File: src/hw/rtl/lmgf_pkg.sv
// ----------------------------------------------------------------------------
// lmgf_pkg
// Shared types, constants and font table for the LED matrix frame buffer.
// ----------------------------------------------------------------------------
package lmgf_pkg;

   localparam int FRAME_WIDTH  = 24;
   localparam int FRAME_HEIGHT = 8;
   localparam int PANEL_SIDE   = 8;

   localparam int PER_PANEL   = PANEL_SIDE * FRAME_HEIGHT;
   localparam int FRAME_DEPTH = FRAME_WIDTH * FRAME_HEIGHT;
   localparam int ADDR_W      = $clog2(FRAME_DEPTH);
   localparam int X_W         = $clog2(FRAME_WIDTH);
   localparam int Y_W         = $clog2(FRAME_HEIGHT);

   localparam int COLOR_W  = 24;
   localparam int INDEX_W  = 8;
   localparam int STEP_W   = 6;
   localparam int BASEX_W  = 9;
   localparam int BASEY_W  = 8;
   localparam int SUMX_W   = BASEX_W + 1;
   localparam int SUMY_W   = BASEY_W + 1;

   localparam int GLYPH_COLS = 3;
   localparam int FONT_ROWS  = 5;
   localparam int ROW_W      = $clog2(FONT_ROWS);

   localparam logic [2:0] OP_SET   = 3'd0;
   localparam logic [2:0] OP_GLYPH = 3'd1;
   localparam logic [2:0] OP_HLINE = 3'd2;
   localparam logic [2:0] OP_VLINE = 3'd3;
   localparam logic [2:0] OP_READ  = 3'd4;

   typedef struct packed {
      logic [2:0]         opcode;
      logic [5:0]         pos_x;
      logic [3:0]         pos_y;
      logic [5:0]         line_length;
      logic [3:0]         glyph_code;
      logic [COLOR_W-1:0] paint_color;
      logic [INDEX_W-1:0] chain_index;
   } req_type;

   typedef struct packed {
      logic [COLOR_W-1:0] read_color;
      logic [INDEX_W-1:0] read_position;
   } rsp_type;

   typedef struct packed {
      logic [BASEX_W-1:0] base_x;
      logic [STEP_W-1:0]  off_x;
      logic [BASEY_W-1:0] base_y;
      logic [STEP_W-1:0]  off_y;
   } addr_op_type;

   typedef struct packed {
      logic              hit;
      logic [ADDR_W-1:0] addr;
   } addr_res_type;

   typedef struct packed {
      logic               we;
      logic               rd;
      logic [ADDR_W-1:0]  addr;
      logic [COLOR_W-1:0] wdata;
   } mem_cmd_type;

   typedef struct packed {
      logic               load;
      logic               hit;
      logic [INDEX_W-1:0] position;
   } rsp_ctl_type;

   function automatic logic [FONT_ROWS-1:0] glyph_column(input logic [3:0] code,
                                                         input logic [1:0] col);
      logic [3*FONT_ROWS-1:0] cols;
      unique case (code)
         4'd1:    cols = {5'h1F, 5'h00, 5'h00};
         4'd2:    cols = {5'h17, 5'h15, 5'h1D};
         4'd3:    cols = {5'h1F, 5'h15, 5'h15};
         4'd4:    cols = {5'h1F, 5'h04, 5'h07};
         4'd5:    cols = {5'h1D, 5'h15, 5'h17};
         4'd6:    cols = {5'h1D, 5'h15, 5'h1F};
         4'd7:    cols = {5'h1F, 5'h01, 5'h01};
         4'd8:    cols = {5'h1F, 5'h15, 5'h1F};
         4'd9:    cols = {5'h1F, 5'h15, 5'h17};
         4'd10:   cols = {5'h00, 5'h0A, 5'h00};
         4'd11:   cols = {5'h00, 5'h04, 5'h00};
         default: cols = {5'h1F, 5'h11, 5'h1F};
      endcase
      unique case (col)
         2'd0:    return cols[FONT_ROWS-1:0];
         2'd1:    return cols[2*FONT_ROWS-1:FONT_ROWS];
         default: return cols[3*FONT_ROWS-1:2*FONT_ROWS];
      endcase
   endfunction

endpackage

File: src/hw/rtl/lmgf_seq.sv
// ----------------------------------------------------------------------------
// lmgf_seq
// Command sequencer: steps paint commands one pixel a cycle and maps a
// chain position to a frame pixel by repeated compare and subtract.
// ----------------------------------------------------------------------------
module lmgf_seq (
   input  logic                   clock,
   input  logic                   reset,
   input  logic                   req_valid,
   output logic                   req_ready,
   input  lmgf_pkg::req_type      req_data,
   input  logic                   rsp_free,
   output lmgf_pkg::addr_op_type  addr_op,
   input  lmgf_pkg::addr_res_type addr_res,
   output lmgf_pkg::mem_cmd_type  mem_cmd,
   output lmgf_pkg::rsp_ctl_type  rsp_ctl
);
   import lmgf_pkg::*;

   typedef enum logic [5:0] {
      S_IDLE  = 6'b000001,
      S_PAINT = 6'b000010,
      S_DIVP  = 6'b000100,
      S_DIVR  = 6'b001000,
      S_FETCH = 6'b010000,
      S_RESP  = 6'b100000
   } state_type;

   state_type            state_ff, state_in;
   req_type              req_ff, req_in;
   logic [STEP_W-1:0]    cursor_ff, cursor_in;
   logic [ROW_W-1:0]     row_ff, row_in;
   logic [INDEX_W-1:0]   rem_ff, rem_in;
   logic [BASEX_W-1:0]   pcol_ff, pcol_in;
   logic [BASEY_W-1:0]   prow_ff, prow_in;
   logic                 hit_ff, hit_in;
   logic [FONT_ROWS-1:0] font_col;
   logic                 paint_en;
   logic                 last_step;

   assign font_col = glyph_column(req_ff.glyph_code, cursor_ff[1:0]);

   always_comb begin
      state_in  = state_ff;
      req_in    = req_ff;
      cursor_in = cursor_ff;
      row_in    = row_ff;
      rem_in    = rem_ff;
      pcol_in   = pcol_ff;
      prow_in   = prow_ff;
      hit_in    = hit_ff;
      req_ready = 1'b0;
      paint_en  = 1'b1;
      last_step = 1'b1;
      addr_op   = '0;
      mem_cmd   = '0;
      rsp_ctl.load     = 1'b0;
      rsp_ctl.hit      = hit_ff;
      rsp_ctl.position = req_ff.chain_index;
      mem_cmd.addr  = addr_res.addr;
      mem_cmd.wdata = req_ff.paint_color;

      unique case (state_ff)
         S_IDLE: begin
            req_ready = 1'b1;
            if (req_valid) begin
               req_in    = req_data;
               cursor_in = '0;
               row_in    = '0;
               priority if (req_data.opcode == OP_SET || req_data.opcode == OP_GLYPH ||
                            req_data.opcode == OP_HLINE || req_data.opcode == OP_VLINE) begin
                  state_in = S_PAINT;
               end else if (req_data.opcode == OP_READ) begin
                  rem_in   = req_data.chain_index;
                  pcol_in  = '0;
                  prow_in  = '0;
                  state_in = S_DIVP;
               end else begin
                  state_in = S_IDLE;
               end
            end
         end
         S_PAINT: begin
            addr_op.base_x = BASEX_W'(req_ff.pos_x);
            addr_op.base_y = BASEY_W'(req_ff.pos_y);
            unique case (req_ff.opcode)
               OP_GLYPH: begin
                  addr_op.off_x = cursor_ff;
                  addr_op.off_y = STEP_W'(row_ff);
                  paint_en      = font_col[row_ff];
                  last_step     = (cursor_ff == STEP_W'(GLYPH_COLS - 1)) &&
                                  (row_ff == ROW_W'(FONT_ROWS - 1));
               end
               OP_HLINE: begin
                  addr_op.off_x = cursor_ff;
                  last_step     = (cursor_ff == req_ff.line_length);
               end
               OP_VLINE: begin
                  addr_op.off_y = cursor_ff;
                  last_step     = (cursor_ff == req_ff.line_length);
               end
               default: begin
                  last_step = 1'b1;
               end
            endcase
            mem_cmd.we = paint_en && addr_res.hit;
            if (last_step) begin
               cursor_in = '0;
               row_in    = '0;
               state_in  = S_IDLE;
            end else if (req_ff.opcode == OP_GLYPH) begin
               if (row_ff == ROW_W'(FONT_ROWS - 1)) begin
                  row_in    = '0;
                  cursor_in = cursor_ff + STEP_W'(1);
               end else begin
                  row_in = row_ff + ROW_W'(1);
               end
            end else begin
               cursor_in = cursor_ff + STEP_W'(1);
            end
         end
         S_DIVP: begin
            if ({1'b0, rem_ff} >= (INDEX_W+1)'(PER_PANEL)) begin
               rem_in  = rem_ff - INDEX_W'(PER_PANEL);
               pcol_in = pcol_ff + BASEX_W'(PANEL_SIDE);
            end else begin
               state_in = S_DIVR;
            end
         end
         S_DIVR: begin
            if ({1'b0, rem_ff} >= (INDEX_W+1)'(PANEL_SIDE)) begin
               rem_in  = rem_ff - INDEX_W'(PANEL_SIDE);
               prow_in = prow_ff + BASEY_W'(1);
            end else begin
               state_in = S_FETCH;
            end
         end
         S_FETCH: begin
            addr_op.base_x = pcol_ff;
            addr_op.off_x  = STEP_W'(rem_ff);
            addr_op.base_y = prow_ff;
            mem_cmd.rd     = addr_res.hit;
            hit_in         = addr_res.hit;
            state_in       = S_RESP;
         end
         S_RESP: begin
            if (rsp_free) begin
               rsp_ctl.load = 1'b1;
               state_in     = S_IDLE;
            end
         end
         default: begin
            state_in = S_IDLE;
         end
      endcase
   end

   always_ff @(posedge clock) begin
      if (reset) begin
         state_ff  <= S_IDLE;
         cursor_ff <= '0;
         row_ff    <= '0;
      end else begin
         state_ff  <= state_in;
         cursor_ff <= cursor_in;
         row_ff    <= row_in;
      end
   end

   always_ff @(posedge clock) begin
      req_ff  <= req_in;
      rem_ff  <= rem_in;
      pcol_ff <= pcol_in;
      prow_ff <= prow_in;
      hit_ff  <= hit_in;
   end

endmodule

File: config.mk
export PLATFORM = sky130hd
export DESIGN_NAME = lmgf_seq
export DESIGN_NICKNAME = d
export VERILOG_FILES = /design/src/hw/rtl/lmgf_pkg.sv /design/src/hw/rtl/lmgf_seq.sv
export SDC_FILE = /design/constraint.sdc
export NUM_CORES = 1
export LEC_CHECK = 0
export ABC_CLOCK_PERIOD_IN_PS = 3300
export BUFFER_PORTS_ARGS = -buffer_cell sky130_fd_sc_hd__buf_4
export CELL_PAD_IN_SITES_DETAIL_PLACEMENT = 1
export CELL_PAD_IN_SITES_GLOBAL_PLACEMENT = 2
export CORE_MARGIN = 2
export CORE_UTILIZATION = 33
export DETAILED_ROUTE_END_ITERATION = 7
export GPL_TIMING_DRIVEN = 0
export HOLD_SLACK_MARGIN = 0.05
export PLACE_DENSITY = 0.77
export SLEW_MARGIN = 40
export SYNTH_ARGS = -nofsm -noshare
export SYNTH_HDL_FRONTEND = slang
export SYNTH_SLANG_ARGS = --single-unit
File: constraint.sdc
create_clock -name clock -period 3.3 [get_ports clock]
set_input_delay 0.33 -clock clock [delete_from_list [all_inputs] [get_ports clock]]
set_output_delay 0.33 -clock clock [all_outputs]
set_load 0.02 [all_outputs]
-- Word-level counts from Yosys, hierarchy flattened
Memory sizes are Yosys's and may differ from the RTL's. A register that Yosys moved wholly into a read port is not among the register bits.
Cells that the tools add are included.
W data, S select, Z words.
- register bits after elaboration: 96
- ROM bits: 240
- input port bits: 68
- output and inout bits: 74
- memories: 1
- memories (memory ; words ; width ; read ports ; clocked after memory_dff ; write ports ; line ; text):
    (name not given) ; 16 ; 15 ; 1 ; 1 ; 0 ; lmgf_pkg.sv:78 ; unique case (code)
- add/subtract/negate cells: 6
- magnitude comparators: 3
- equality and inequality tests: 28
- mux-type cells: 51
- reduce and logical (&&, ||, !) cells: 20
- operators with widths (cell ; count):
    $mux W8 ; 9
    $mux W6 ; 11
    $pmux W23 S2 ; 1
    $mux W9 ; 4
    $pmux W6 S6 ; 1
    $pmux W6 S2 ; 2
    $pmux W8 S3 ; 1
    $mux W3 ; 6
    $ne A2 B2 Y1 const B ; 9
    $pmux W9 S2 ; 1
    $pmux W8 S2 ; 1
    $reduce_and A5 Y1 ; 3
    $eq A3 B2 Y1 const B ; 4
    $eq A6 B2 Y1 const B ; 2
    $pmux W5 S2 ; 1
    $add A9 B4 Y9 const B ; 1
    $mux W1 ; 9
    $add A8 B1 Y8 const B ; 1
    $ge A8 B4 Y1 const B ; 1
    $ge A8 B7 Y1 const B ; 1
    $sub A8 B4 Y8 const B ; 1
    $sub A8 B7 Y8 const B ; 1
    $add A6 B1 Y6 const B ; 1
    $eq A3 B1 Y1 const B ; 2
    26 further kinds ; 34

-- Logic depth before layout (Yosys ltp)
- word-level depth: 8
- depth in mapped cells: 10
- mapped depth without buffers: 9

-- Worst setup path after synthesis
Ideal clock, no wire load.
- kind: flip-flop to flip-flop
- from: register state_ff[5]
- to: register (tool-made name)
- library setup time: 0.058 ns
- arrival time: 2.546 ns
- data required time: 3.242 ns
- slack: 0.697 ns
- cell stages (with the launch flop): 11
- buffers on the path: 1
- clock period less this slack: 2.603 ns
- path through: dfxtp_1 > nor4_4 > and2_1 > buf_4 > mux2i_1 > inv_1 > ha_1 > a211oi_1 > a211oi_2 > inv_2 > o21a_1
- RTL lines (item ; line ; text):
    start, declared ; lmgf_seq.sv:29 ; state_type state_ff, state_in;
    start signal, assigned ; lmgf_seq.sv:164 ; state_ff <= state_in;

==> flow_summary.ini <==
[yosys]
synth_compound_area_share_pct = 11.0
synth_edf_count = 78
synth_mux_area_share_pct = 1.89
syn-num-nets = 519
ys_dominant_reg_cell = edfxtp_1
ys_ff_latch = 104
synth-seq-area-share_pct = 56.1
synth-adder-area-share_pct = 4.17
syn-cell-area_um2 = 5100
syn_avg_cell_area_um2 = 11.8
synth-simple-area-share_pct = 14.9
synthCells = 434
synth_cell_type_count = 63
yosysWarnings = 0
synth_top_family_by_area = simple AND/OR/NAND/NOR gates
async_reset_ff_share_pct = 0
synth_xor_xnor_area_share_pct = 3.26

[clocking]
postCtsSetupRepairBufs = 0
clock-sinks = 104
cts_resized = 0
cts.htree.levels = 3
worstSkewPairLatency_ns = 0.35
cts.clk_slew.worst_paths_ns = 0.07
cts-root-buf = clkbuf_16
cts_tree = done
postCtsHoldBufs = 0
clk_path_buf_depth = 2
cts_buffers = 9

[worst_setup_path]
crit_arrival_ns = 2.63
crit_type = reg2out
r2r_cells = 8
crit_fanout = 8
reg2reg_from = state_ff[5]
worstSetupStartpointType = register
r2r_slack_ns = 0.55
critPathCaptureType = output port
required_ns = 2.97

[global_route]
antenna_found_initial = 0
grt_overflow = 0
groute.usage.overall_pct = 16.2
grt_max_degree = 63
grt_pass1_vias = 3959
grt_pass1_wl_um = 20600

[route]
postRouteAntennaNets = 0
via_count = 3792
routed_via_density = 4.91
drt_pass1_iterations = 4
wire_per_inst_um = 16.6
wl_um = 12800
drc = 0
first_iter_violations = 173

[finish]
fillers = 1668
syn_to_final_growth_pct = 30.8
utilization_pct = 44.1
layout-drive-gt1-share_pct = 35.8
fin_nets = 664
diodes = 0

[power]
irDropWorstVdd_mv = 0.276
p_switching_w = 0.000843
pwr-share-seq_pct = 48.9
clockPowerShare_pct = 34.5
swShare_pct = 25.4
combPwrFrac_pct = 16.6
cellPowerDensity_nw_per_um2 = 497
p_leak_nw = 2.77
p_int_w = 0.00247

[timing]
fin_crit_sh_pct = 89.7
rsz0062_at_grt = false
relSlewSlack_pct = 50.1
tightest_slew_ns = 0.745
fmax_mhz = 338
slew_violations = 0
fin_worst_skew_ns = 0.00562
finalCriticalPeriod_ns = 2.96
setup_viol = 0
final-hold-violation-count = 0
fin_tns_setup_ns = 0

[min_path]
worstHoldStart = req_data[8]
hold_end = mem_cmd[0]
min_path_cells = 1
hold_class = in2reg

[placed_design]
post-dp-hpwl_um = 9600
io_buffers = 133
finalWeightedCongestion = 0.780

[status]
status = finished clean

[flow_run]
drv_cap = 0

[die]
die_w_um = 128
fp.dieH_um = 128
dieArea_um2 = 16500
ios = 142
core_um2 = 15100
rows = 45
initial_core_util_pct = 33.7
-- worst max-delay path: stages, from the launching register on --
cell and delay, ns:
dfxtp_1 0.55, inv_1 0.15, ha_1 0.29, a221oi_1 0.31
a21oi_1 0.08, a211oi_1 0.26, a311oi_1 0.10, o311a_1 0.38
buf_4 0.16
-- routing by layer --
layer / vias to the layer above / routed length [um] / GRT usage (%)
met4: 0 / 156 / 4.01
met2: 117 / 6140 / 27.3
met5: - / 0 / 0
li1: 1843 / - / -
met3: 14 / 1070 / 6.68
met1: 1818 / 5440 / 19.3
-- cell usage after synthesis (6+ instances only) --
library cell | n | area share [%]
ha_1 | 17 | 4.2
nor4_1 | 8 | 0.98
nand3_1 | 12 | 1.2
inv_1 | 15 | 1.1
xor2_1 | 10 | 1.7
and2_1 | 16 | 2.0
mux2i_1 | 6 | 1.2
a21oi_1 | 14 | 1.4
edfxtp_1 | 78 | 46
clkbuf_1 | 10 | 0.74
o21ai_0 | 10 | 0.98
xnor2_1 | 9 | 1.5
a22o_1 | 14 | 2.4
dfxtp_1 | 26 | 10
nand2_1 | 25 | 1.8
buf_4 | 42 | 6.2
nor2_1 | 33 | 2.4
and3_1 | 12 | 1.5
-- metrics by stage --
stage	hold WS [ns]	cells	total power [W]	worst slack, ns	instance area, um^2
after floorplan	0.429	434	0.00198	0.697	5100
after global placement	0.509	755	0.00218	0.174	6330
after detailed placement	0.509	755	0.00220	0.0587	6330
after CTS	0.128	771	0.00336	0.0414	6650
after global routing	0.123	772	0.00347	0.132	6670
final	0.147	772	0.00332	0.339	6670
-- logic make-up (layout without fill, tap and decap cells) --
logic type      count (synthesis)  count (layout)
fa+ha+maj                      17              17
simple gates                  135             135
flops                         104             104
xor+xnor                       19              19
mux                             9               9
buf+inv                        73             223
compound gates                 77              77
-- placed cells by master (no fill, tap or decap), types with 2 or more instances in the layout --
cell	n
buf_4	175
and3_1	12
buf_2	4
clkbuf_1	10
ha_1	17
xnor2_1	9
o21a_1	4
nor4_1	8
and2_1	16
nand4_1	3
nand3b_1	3
o22ai_1	2
clkbuf_16	9
inv_1	15
o21ai_0	9
mux2i_1	6
mux2_2	2
a31oi_1	3
a21oi_1	14
nand2_1	25
bufinv_16	2
and3b_1	4
xor2_1	10
dfxtp_1	26
a22o_1	14
nor2_1	33
nand2b_1	3
a21boi_0	2
nor3b_1	2
nand3_1	12
o211ai_1	4
o41ai_1	2
a21o_1	2
a211oi_1	3
a32oi_1	4
nor3_1	2
edfxtp_1	78
-- power by group through the flow --
stage	clock [W]	combinational (W)	sequential [W]
global route	0.00123	0.000605	0.00164
global placement	0	0.000536	0.00165
floorplan	0	0.000346	0.00163
detailed placement	0	0.000547	0.00165
finish	0.00114	0.000552	0.00162
CTS	0.00119	0.000550	0.00162
-- cell type report --
cell class                      instances  area, um^2  share of cell area [%]
Tap cell                              188         235                    3.53
Multi-Input combinational cell        257        1790                    26.9
Buffer                                 57         384                    5.76
Inverter                               16        60.1                   0.900
Clock inverter                          7        93.8                    1.41
Timing Repair Buffer                  134        1020                    15.3
Sequential cell                       104        2860                    42.9
Clock buffer                            9         225                    3.38
-- worst max-delay path by stage --
stage	start	endpoint
finish	cursor_ff[0]	mem_cmd[33]
CTS	state_ff[5]	register
floorplan	state_ff[5]	register
global route	cursor_ff[0]	mem_cmd[33]
global placement	state_ff[3]	register
detailed placement	state_ff[5]	register
(Power assumes the default switching activity.)
