## config.mk

```make
export PLATFORM = sky130hd
export DESIGN_NAME = lmgf_addr
export DESIGN_NICKNAME = d
export VERILOG_FILES = /design/src/hw/rtl/lmgf_pkg.sv /design/src/hw/rtl/lmgf_addr.sv
export SDC_FILE = /design/constraint.sdc
export NUM_CORES = 1
export LEC_CHECK = 0
export ABC_AREA = 1
export BUFFER_PORTS_ARGS = -buffer_cell sky130_fd_sc_hd__buf_4
export CORE_MARGIN = 10
export CORE_UTILIZATION = 54
export DETAILED_ROUTE_END_ITERATION = 7
export PLACE_DENSITY = 0.9
export RECOVER_POWER = 100
export SLEW_MARGIN = 40
export SYNTH_ARGS = -nofsm -noshare
export SYNTH_HDL_FRONTEND = slang
export SYNTH_SLANG_ARGS = --single-unit
export TNS_END_PERCENT = 50
```

## constraint.sdc

```tcl
create_clock -name vclk -period 4.9
set_clock_uncertainty 0.1 [all_clocks]
set_input_delay 0 -clock vclk [all_inputs]
set_output_delay 0 -clock vclk [all_outputs]
set_load 0.05 [all_outputs]
```

## src/hw/rtl/lmgf_pkg.sv

```systemverilog
// ----------------------------------------------------------------------------
// lmgf_pkg
// Shared types, constants and font table for the LED matrix frame buffer.
// ----------------------------------------------------------------------------
package lmgf_pkg;

   localparam int FRAME_WIDTH  = 24;
   localparam int FRAME_HEIGHT = 8;
   localparam int PANEL_SIDE   = 8;

   localparam int PER_PANEL   = PANEL_SIDE * FRAME_HEIGHT;
   localparam int FRAME_DEPTH = FRAME_WIDTH * FRAME_HEIGHT;
   localparam int ADDR_W      = $clog2(FRAME_DEPTH);
   localparam int X_W         = $clog2(FRAME_WIDTH);
   localparam int Y_W         = $clog2(FRAME_HEIGHT);

   localparam int COLOR_W  = 24;
   localparam int INDEX_W  = 8;
   localparam int STEP_W   = 6;
   localparam int BASEX_W  = 9;
   localparam int BASEY_W  = 8;
   localparam int SUMX_W   = BASEX_W + 1;
   localparam int SUMY_W   = BASEY_W + 1;

   localparam int GLYPH_COLS = 3;
   localparam int FONT_ROWS  = 5;
   localparam int ROW_W      = $clog2(FONT_ROWS);

   localparam logic [2:0] OP_SET   = 3'd0;
   localparam logic [2:0] OP_GLYPH = 3'd1;
   localparam logic [2:0] OP_HLINE = 3'd2;
   localparam logic [2:0] OP_VLINE = 3'd3;
   localparam logic [2:0] OP_READ  = 3'd4;

   typedef struct packed {
      logic [2:0]         opcode;
      logic [5:0]         pos_x;
      logic [3:0]         pos_y;
      logic [5:0]         line_length;
      logic [3:0]         glyph_code;
      logic [COLOR_W-1:0] paint_color;
      logic [INDEX_W-1:0] chain_index;
   } req_type;

   typedef struct packed {
      logic [COLOR_W-1:0] read_color;
      logic [INDEX_W-1:0] read_position;
   } rsp_type;

   typedef struct packed {
      logic [BASEX_W-1:0] base_x;
      logic [STEP_W-1:0]  off_x;
      logic [BASEY_W-1:0] base_y;
      logic [STEP_W-1:0]  off_y;
   } addr_op_type;

   typedef struct packed {
      logic              hit;
      logic [ADDR_W-1:0] addr;
   } addr_res_type;

   typedef struct packed {
      logic               we;
      logic               rd;
      logic [ADDR_W-1:0]  addr;
      logic [COLOR_W-1:0] wdata;
   } mem_cmd_type;

   typedef struct packed {
      logic               load;
      logic               hit;
      logic [INDEX_W-1:0] position;
   } rsp_ctl_type;

   function automatic logic [FONT_ROWS-1:0] glyph_column(input logic [3:0] code,
                                                         input logic [1:0] col);
      logic [3*FONT_ROWS-1:0] cols;
      unique case (code)
         4'd1:    cols = {5'h1F, 5'h00, 5'h00};
         4'd2:    cols = {5'h17, 5'h15, 5'h1D};
         4'd3:    cols = {5'h1F, 5'h15, 5'h15};
         4'd4:    cols = {5'h1F, 5'h04, 5'h07};
         4'd5:    cols = {5'h1D, 5'h15, 5'h17};
         4'd6:    cols = {5'h1D, 5'h15, 5'h1F};
         4'd7:    cols = {5'h1F, 5'h01, 5'h01};
         4'd8:    cols = {5'h1F, 5'h15, 5'h1F};
         4'd9:    cols = {5'h1F, 5'h15, 5'h17};
         4'd10:   cols = {5'h00, 5'h0A, 5'h00};
         4'd11:   cols = {5'h00, 5'h04, 5'h00};
         default: cols = {5'h1F, 5'h11, 5'h1F};
      endcase
      unique case (col)
         2'd0:    return cols[FONT_ROWS-1:0];
         2'd1:    return cols[2*FONT_ROWS-1:FONT_ROWS];
         default: return cols[3*FONT_ROWS-1:2*FONT_ROWS];
      endcase
   endfunction

endpackage

```

## src/hw/rtl/lmgf_addr.sv

```systemverilog
// ----------------------------------------------------------------------------
// lmgf_addr
// Shared coordinate unit: adds offsets, clips to the frame, forms address.
// ----------------------------------------------------------------------------
module lmgf_addr (
   input  lmgf_pkg::addr_op_type  op,
   output lmgf_pkg::addr_res_type res
);
   import lmgf_pkg::*;

   logic [SUMX_W-1:0] sum_x;
   logic [SUMY_W-1:0] sum_y;

   assign sum_x = SUMX_W'(op.base_x) + SUMX_W'(op.off_x);
   assign sum_y = SUMY_W'(op.base_y) + SUMY_W'(op.off_y);

   assign res.hit  = (sum_x < SUMX_W'(FRAME_WIDTH)) && (sum_y < SUMY_W'(FRAME_HEIGHT));
   assign res.addr = ADDR_W'(sum_y[Y_W-1:0]) * ADDR_W'(FRAME_WIDTH)
                     + ADDR_W'(sum_x[X_W-1:0]);

endmodule

```

* Word-level counts from Yosys, hierarchy flattened
Cells that the tools add are included.
W data, S select, Z words.
** Storage, ports and cells
- Logic and storage cells :: 7
- Bits of input ports :: 29
- Bits in registers :: 0
- Output and inout port bits :: 9
** Operators by class
- Multiply operators :: 1
- Add/subtract/negate cells :: 3
- $lt $le $gt $ge :: 2
- Reduce and logical (&&, ||, !) cells :: 1
** Operators with widths (number)
- $add A9 B6 Y10 :: 1
- $lt A10 B5 Y1 const B :: 1
- $add A8 B6 Y9 :: 1
- $lt A9 B4 Y1 const B :: 1
- $add A8 B5 Y8 :: 1
- $mul A3 B2 Y5 const B :: 1
- $logic_and A1 B1 Y1 :: 1

* Depth between registers and ports, before layout
Gate-level depths: netlist of the first run.
- Depth after elaboration :: 3
- Gate-level depth with buffers :: 12
- Gate-level depth less buffers :: 12

* Worst setup path before layout of the first run
No wires, ideal clock.
- Kind :: input to output
- Start :: in op[0] in the netlist's numbering
- End :: out res[7] in the netlist's numbering
- Stages :: 10
- Buffers on the path :: 0
- Slack :: 2361 ps
- Data required time :: 4800 ps
- Arrival :: 2439 ps
- Path through :: ha_1 inv_1 fa_1 inv_1 ha_1 inv_1 fa_1 nor2_1 nand2_1 xor2_1
** RTL lines
- from (decl) :: RTL line lmgf_addr.sv:6 : input lmgf_pkg::addr_op_type op,
- to (decl) :: RTL line lmgf_addr.sv:7 : output lmgf_pkg::addr_res_type res

==> impl_metrics.py, run 1 <==
metrics = {
    "sta": {
        "maxSlewHeadroom_pct": 59.5,
        "setup_tns_ps": 0,
        "whs_ps": 413,
        "timing.fmax_mhz": 379,
        "hold_viol_final": 0,
        "setup_viol": 0,
        "fin_crit_ps": 2640,
        "worstMarginPinSlew_ps": 609,
        "rsz0062_at_grt": "no",
        "report.final.slew_viol_count": 0,
        "min_period_over_period_pct": 53.8,
        "fin_ws_ps": 2260,
    },
    "routing": {
        "routed_wl_mm": 2.18,
        "drt_iter0_markers": 7,
        "routed_via_density": 4.99,
        "antenna_left": 0,
        "drc": 0,
        "wl_per_cell_um": 12.0,
        "first_pass_iters": 4,
        "vias": 909,
    },
    "floorplan": {
        "core_sq_um": 1350,
        "die_x_um": 58.4,
        "num_rows": 13,
        "die_y_um": 58.4,
        "start_util_pct": 58.9,
        "num_io_pins": 38,
        "die-area_sq_um": 3410,
    },
    "synthesis": {
        "yosys_warnings": 0,
        "yosysSeqAreaShare_pct": 0,
        "synthTopCellsByArea": "ha_1 (27%), nand2_1 (19%), inv_1 (12%), fa_1 (10%), nor2_1 (5.7%)",
        "yosysUniqueCellTypes": 19,
        "yosysTopAreaCellShare_pct": 26.8,
        "synth_top_cell_by_area": "ha_1",
        "muxShareOfSynthArea_pct": 0,
        "synthAdderAreaFrac_pct": 36.9,
        "syn_nets": 179,
        "netlist_area_sq_um": 795,
        "synth_top_family_by_area": "simple AND/OR/NAND/NOR gates",
        "synth_compound_area_share_pct": 4.09,
        "synthSimpleGateAreaFrac_pct": 38.3,
        "syn_inst": 129,
        "syn_area_per_cell_sq_um": 6.16,
        "synth-xor-area-share_pct": 7.56,
    },
    "global_routing": {
        "grt_usage_pct": 13.1,
        "grt_max_degree": 6,
        "antenna_found_initial": 0,
        "met3_usage_pct": 1.93,
        "grt_pass1_wl_mm": 3.89,
        "grt_use_met1_pct": 12.9,
        "gr-max-usage-layer": "met2",
        "overflow": 0,
        "use_met2_pct": 27.6,
        "grt_pass1_vias": 954,
    },
    "final_layout": {
        "n_antenna_cell": 0,
        "n_clock_buffer": 0,
        "drive_above_1_share_pct": 25.1,
        "final_nets": 219,
        "layout-area-overhead-vs-synth_pct": 33.9,
        "fin_area_sq_um": 1060,
        "seqCellArea_sq_um": 0,
        "seq_cells": 0,
        "final_common_cell": "nand2_1",
        "final_cell_mix": "nand2_1 (41), buf_4 (30), inv_1 (26)",
    },
    "worst_setup_path": {
        "cp-end-kind": "primary output",
        "worstSetupStartpointType": "primary input",
        "critical_path_arrival_ps": 2540,
        "cp.required_ps": 4800,
        "crit_type": "primary input to primary output",
        "path_max_fanout": 3,
        "crit_chain": "buf_4 -> ha_1 -> inv_1 -> fa_1 -> inv_1 -> ha_1 -> inv_1 -> fa_1 -> nor2_1 -> nand2_1 -> xor2_1 -> clkbuf_1",
        "slowest_stage": "fa_1",
        "cp_common_cell": "inv_1",
        "max_stage_delay_ps": 500,
    },
    "pwr": {
        "power_density_nw_per_um2": 234,
        "cellLeakagePower_nw": 0.648,
        "power.total_mw": 0.248,
        "vdd_drop_max_mv": 0.217,
    },
    "clock_network": {
        "hold_buffers": 0,
        "cts_resized": 0,
        "cts_setup_buffers": 0,
    },
    "hold_path": {
        "hp-class": "primary input to primary output",
    },
    "run": {
        "drv_cap": 0,
    },
    "place": {
        "place_hpwl_mm": 2.10,
        "gp_congestion": 0.761,
        "dp_slack_ps": 2520,
        "port_buffers": 38,
        "postPlaceCellArea_sq_um": 1100,
    },
    "status": {
        "outcome": "complete, no violations",
    },
}
[where the power goes]
part	internal, mW	total, mW	switching [mW]
sequential	0	0	0
combinational	0.0733	0.248	0.175
clock	0	0	0
total	0.0733	0.248	0.175
[final cells by class]
type	count	area, sq um
Fill cell	123	287
Inverter	28	105
Multi-Input combinational cell	101	684
Tap cell	15	18.8
Timing Repair Buffer	38	255
[critical path: cells and delay by family]
family | cells | cell delay [ps]
XOR/XNOR | 1 | 130
buffers and inverters | 5 | 780
AND/OR/NAND/NOR | 2 | 190
adder cells (fa/ha/maj) | 4 | 1420
[Yosys cell counts]
library cell   n
and2_1         1
nor3_1         1
nor2_2         2
nand2_2        3
a21oi_1        2
xor2_1         4
inv_2          2
xnor2_2        1
fa_1           4
xnor2_1        1
nand3_1        4
nor2_1        12
nand2_1       41
a21oi_2        2
nand3_2        3
ha_1          17
o21ai_0        1
nand4_1        2
inv_1         26
[kinds of logic after synthesis]
logic type | count (synthesis)
fa+ha+maj | 21
buf+inv | 28
simple gates | 69
compound gates | 5
xor+xnor | 6
[through the flow]
| step | std cells | util [%] |
|---|---|---|
| 2_1_floorplan | 129 | - |
| 3_3_place_gp | 182 | 81.4 |
| 3_5_place_dp | 182 | 81.4 |
| 4_1_cts | 182 | 81.4 |
| 5_1_grt | 182 | 78.8 |
| 6_report | 182 | 78.8 |
[layer usage]
layer | wire length [um] | share of wire (%)
met1 | 745 | 34
met2 | 1250 | 57
met3 | 128 | 5.9
met4 | 56 | 2.6
met5 | 0 | 0
[final timing paths]
path                    from  endpoint  slack, ps  cells past startpoint
worst max-delay path   op[0]    res[7]       2260                     12
worst min-delay path  op[28]    res[8]        410                      5
(Power assumes the default switching activity.)
==> run 2, diff against run 1 <==
--- a/config.mk
+++ b/config.mk
@@ -5,12 +5,12 @@
 export SDC_FILE = /design/constraint.sdc
 export NUM_CORES = 1
 export LEC_CHECK = 0
-export ABC_AREA = 1
+export ABC_AREA = 0
 export BUFFER_PORTS_ARGS = -buffer_cell sky130_fd_sc_hd__buf_4
 export CORE_MARGIN = 10
-export CORE_UTILIZATION = 54
+export CORE_UTILIZATION = 43
 export DETAILED_ROUTE_END_ITERATION = 7
-export PLACE_DENSITY = 0.9
+export PLACE_DENSITY = 0.81
 export RECOVER_POWER = 100
 export SLEW_MARGIN = 40
 export SYNTH_ARGS = -nofsm -noshare
==> constraint.sdc (replaced) <==
create_clock -name vclk -period 2.4
set_clock_uncertainty 0.1 [all_clocks]
set_input_delay 0 -clock vclk [all_inputs]
set_output_delay 0 -clock vclk [all_outputs]
set_load 0.05 [all_outputs]
==> run 2 against run 1 <==
  * First-iteration DRC count did not move
  * Via count fell by 19%
  * Clock-buffer cell count did not move
  * Global-route usage fell by 2.9 points
  * Sequential share of layout area did not move
  * Die area rose by 3.2%
  * Worst hold slack improved by 8.2 ps
  * Design area rose by 11%
  * Critical path depth fell by 1
==> impl_metrics.py, run 2 <==
metrics = {
    "synthesis": {
        "yosys_warnings": 0,
        "yosysTopAreaCellShare_pct": 32.1,
        "synth_most_common_cell": "ha_1",
        "netlist_area_sq_um": 663,
        "synthTopCellsByArea": "ha_1 (32%), fa_1 (12%), xor2_1 (5.3%), inv_1 (5.1%), nor2_1 (4.5%)",
        "synth_top_cell_by_area": "ha_1",
        "yosysSeqAreaShare_pct": 0,
        "syn_inst": 76,
        "yosysUniqueCellTypes": 28,
        "syn_area_per_cell_sq_um": 8.73,
        "syn_nets": 126,
        "synth_commonest_cells": "ha_1 (17), inv_1 (9), nor2_1 (8)",
    },
    "global_routing": {
        "grt_pass1_wl_mm": 3.15,
        "antenna_found_initial": 0,
        "grt_usage_pct": 10.2,
        "grt_max_degree": 6,
        "grt_pass1_vias": 797,
        "overflow": 0,
    },
    "worst_setup_path": {
        "cp-end-kind": "primary output",
        "crit_type": "primary input to primary output",
        "worstSetupStartpointType": "primary input",
        "critical_path_arrival_ps": 2230,
        "path_max_fanout": 2,
        "cp.required_ps": 2300,
    },
    "floorplan": {
        "num_rows": 14,
        "core_sq_um": 1490,
        "die_y_um": 59.3,
        "die_x_um": 59.3,
        "start_util_pct": 44.5,
        "num_io_pins": 38,
        "die-area_sq_um": 3510,
    },
    "routing": {
        "wl_per_cell_um": 14.6,
        "antenna_left": 0,
        "routed_via_density": 5.10,
        "first_pass_iters": 2,
        "drt_iter0_markers": 7,
        "drc": 0,
        "vias": 734,
        "routed_wl_mm": 2.11,
    },
    "pwr": {
        "power.total_mw": 0.719,
        "cellLeakagePower_nw": 0.575,
        "power_density_nw_per_um2": 607,
        "vdd_drop_max_mv": 0.434,
    },
    "final_layout": {
        "drive_above_1_share_pct": 56.3,
        "n_antenna_cell": 0,
        "seq_cells": 0,
        "n_clock_buffer": 0,
        "finalNonFillerCells": 144,
        "fillers": 103,
        "layout-area-overhead-vs-synth_pct": 78.7,
        "final_common_cell": "buf_4",
        "seqCellArea_sq_um": 0,
        "final_nets": 180,
        "final_cell_mix": "buf_4 (47), ha_1 (12), nor2_1 (7)",
        "final_util_pct": 79.6,
    },
    "sta": {
        "report.final.slew_viol_count": 0,
        "worstMarginPinSlew_ps": 614,
        "timing.fmax_mhz": 430,
        "min_period_over_period_pct": 97.0,
        "fin_crit_ps": 2330,
        "hold_viol_final": 0,
        "fin_ws_ps": 72.7,
        "maxSlewHeadroom_pct": 59.2,
        "setup_viol": 0,
    },
    "status": {
        "outcome": "complete, no violations",
    },
    "place": {
        "port_buffers": 38,
        "gp_congestion": 0.720,
        "dp.cells": 139,
        "dp_slack_ps": -108,
        "place_hpwl_mm": 1.73,
    },
    "clock_network": {
        "hold_buffers": 0,
    },
    "run": {
        "drv_cap": 0,
    },
    "hold_path": {
        "hp-class": "primary input to primary output",
    },
}
-- run 2: worst paths after layout --
kind	to	depth (start not counted)	slack, ps	from
hold / removal	res[8]	4	420	op[27]
setup / recovery	res[7]	11	70	op[14]
-- run 2: metrics by stage --
stage / cell area [sq um] / TNS [ps] / hold slack [ps]
after floorplan: 704 / -70.3 / 273
after global placement: 1080 / -35.8 / 271
after CTS: 1100 / 0 / 294
after detailed placement: 1080 / -108 / 294
after global routing: 1180 / -91.0 / 442
final: 1180 / 0 / 422
-- run 2: routing by layer --
| layer | global-route usage (%) | up-vias | routed length, um |
|---|---|---|---|
| li1 | - | 372 | - |
| met1 | 10.9 | 337 | 819 |
| met2 | 20.7 | 25 | 1170 |
| met3 | 2.15 | 0 | 123 |
| met4 | 0 | 0 | 0 |
| met5 | 0 | - | 0 |
-- run 2: timing repair --
action	in CTS	in global routing
setup buffers	2	3
gates resized for setup	2	16
endpoints found under the setup margin	1	3
pin swaps	1	11
-- run 2: area by class of cell --
| type | instances | area, sq um | area share [%] |
|---|---|---|---|
| inverters | 9 | 33.8 | 2.85 |
| repair buffers | 52 | 383 | 32.3 |
| well taps | 16 | 20.0 | 1.69 |
| multi-input cells | 67 | 748 | 63.1 |
-- run 2: power breakdown --
group          switching [mW]  leakage, nW  total, mW  internal, mW
Sequential                  0            0          0             0
Combinational           0.421        0.575      0.719         0.298
Clock                       0            0          0             0
-- run 2: kinds of logic after synthesis --
kind of cell	synth area share (%)
buf+inv	5.09
xor+xnor	11.7
simple gates	13.2
fa+ha+maj	44.2
compound gates	25.8
-- run 2: worst max-delay path, stage by stage --
cell and delay, ps:
buf_4 120, ha_4 160, fa_2 360, a211oi_2 280, nor2_2 70, xor2_2 180, inv_2 60, fa_2 330
nand3b_1 260, xor2_4 230, buf_8 170
==> run 3, diff against run 2 <==
--- a/config.mk
+++ b/config.mk
@@ -12,6 +12,7 @@
 export DETAILED_ROUTE_END_ITERATION = 7
 export PLACE_DENSITY = 0.81
 export RECOVER_POWER = 100
+export SETUP_SLACK_MARGIN = 0.2
 export SLEW_MARGIN = 40
 export SYNTH_ARGS = -nofsm -noshare
 export SYNTH_HDL_FRONTEND = slang
==> run 3 against run 2 <==
  * Non-clock buffer count is 6 lower
  * Flip-flop and latch count stayed put
  * Largest power group unchanged
  * Highest routed layer unchanged
  * Clock-buffer cell count stayed put
  * Critical path depth decreased by 1
==> impl_metrics.py, run 3 (synthesized netlist as in run 2, its figures left out) <==
metrics = {
    "place": {
        "port_buffers": 38,
        "place_hpwl_mm": 1.61,
        "gp_congestion": 0.765,
        "dp.cells": 133,
    },
    "final_layout": {
        "drive_above_1_share_pct": 55.7,
        "n_antenna_cell": 0,
        "final_util_pct": 78.2,
        "seq_cells": 0,
        "layout-area-overhead-vs-synth_pct": 75.5,
        "seqCellArea_sq_um": 0,
        "finalNonFillerCells": 138,
        "final_nets": 174,
        "n_clock_buffer": 0,
        "final_common_cell": "buf_4",
        "final_cell_mix": "buf_4 (35), ha_1 (11), nor2_1 (7)",
    },
    "sta": {
        "hold_viol_final": 0,
        "setup_viol": 0,
        "timing.fmax_mhz": 438,
        "min_period_over_period_pct": 95.2,
        "maxSlewHeadroom_pct": 58.9,
        "whs_ps": 409,
        "report.final.slew_viol_count": 0,
        "fin_crit_ps": 2280,
        "worstMarginPinSlew_ps": 619,
        "setup_tns_ps": 0,
        "rsz0062_at_grt": "yes",
    },
    "worst_setup_path": {
        "path_max_fanout": 3,
        "cp.required_ps": 2300,
        "cp-end-kind": "primary output",
        "critical_path_arrival_ps": 2180,
        "crit_start": "op[0]",
        "crit_type": "primary input to primary output",
        "worstSetupStartpointType": "primary input",
        "endpoint": "res[7]",
    },
    "pwr": {
        "cellLeakagePower_nw": 0.553,
        "power_density_nw_per_um2": 579,
        "power.total_mw": 0.674,
        "vdd_drop_max_mv": 0.352,
    },
    "floorplan": {
        "die-area_sq_um": 3510,
        "die_y_um": 59.3,
        "num_rows": 14,
        "core_sq_um": 1490,
        "num_io_pins": 38,
        "die_x_um": 59.3,
        "start_util_pct": 44.5,
    },
    "global_routing": {
        "grt_max_degree": 6,
        "grt_pass1_vias": 704,
        "antenna_found_initial": 0,
        "grt_usage_pct": 9.60,
        "grt_pass1_wl_mm": 2.87,
        "overflow": 0,
    },
    "run": {
        "drv_cap": 0,
    },
    "routing": {
        "drt_iter0_markers": 10,
        "routed_via_density": 5.02,
        "vias": 693,
        "drc": 0,
        "antenna_left": 0,
        "wl_per_cell_um": 14.5,
        "first_pass_iters": 3,
        "routed_wl_mm": 2.00,
    },
    "hold_path": {
        "hp-class": "primary input to primary output",
    },
    "status": {
        "outcome": "complete, no violations",
    },
    "clock_network": {
        "hold_buffers": 0,
    },
}
run 3: routing by layer:
metal | vias up | routed length [um] | global-route usage [%]
met1 | 310 | 700 | 8.46
met2 | 22 | 1140 | 20.5
met3 | 0 | 151 | 3.43
li1 | 361 | - | -
met5 | - | 0 | 0
met4 | 0 | 0 | 0
run 3: worst min-delay path by stage:
stage / startpoint / end / slack, ps / cells after the start
detailed placement: op[20] / res[0] / 280 / 3
CTS: op[20] / res[0] / 280 / 3
global route: op[27] / res[8] / 430 / 4
finish: op[27] / res[8] / 410 / 4
global placement: op[20] / res[0] / 280 / 3
floorplan: op[20] / res[0] / 90 / 1
run 3: critical path: stages:
cell      delay (ps)
buf_4             90
ha_4             120
inv_1             50
fa_1             540
inv_2             70
ha_4             170
fa_2             570
nand3b_1         180
xor2_4           220
buf_6            170
run 3: power by group:
group / switching (mW) / total [mW] / internal, mW
clock network: 0 / 0 / 0
logic: 0.410 / 0.674 / 0.264
registers: 0 / 0 / 0
run 3: final cells by class:
class                           instances  area [sq um]
Timing Repair Buffer                   46           342
Inverter                                9          33.8
Multi-Input combinational cell         67           768
Fill cell                             119           325
Tap cell                               16          20.0
run 3: stage by stage:
stage,area [sq um],setup slack [ps]
3_3_place_gp,1070,77.2
3_5_place_dp,1070,39.0
6_report,1160,115
2_1_floorplan,739,175
4_1_cts,1090,139
5_1_grt,1160,27.4
run 3: timing repair:
action                     in CTS  in global routing
gates resized for setup         4                 13
setup buffers                   1                  4
pin swaps                       2                 15
setup endpoints to repair       3                  3
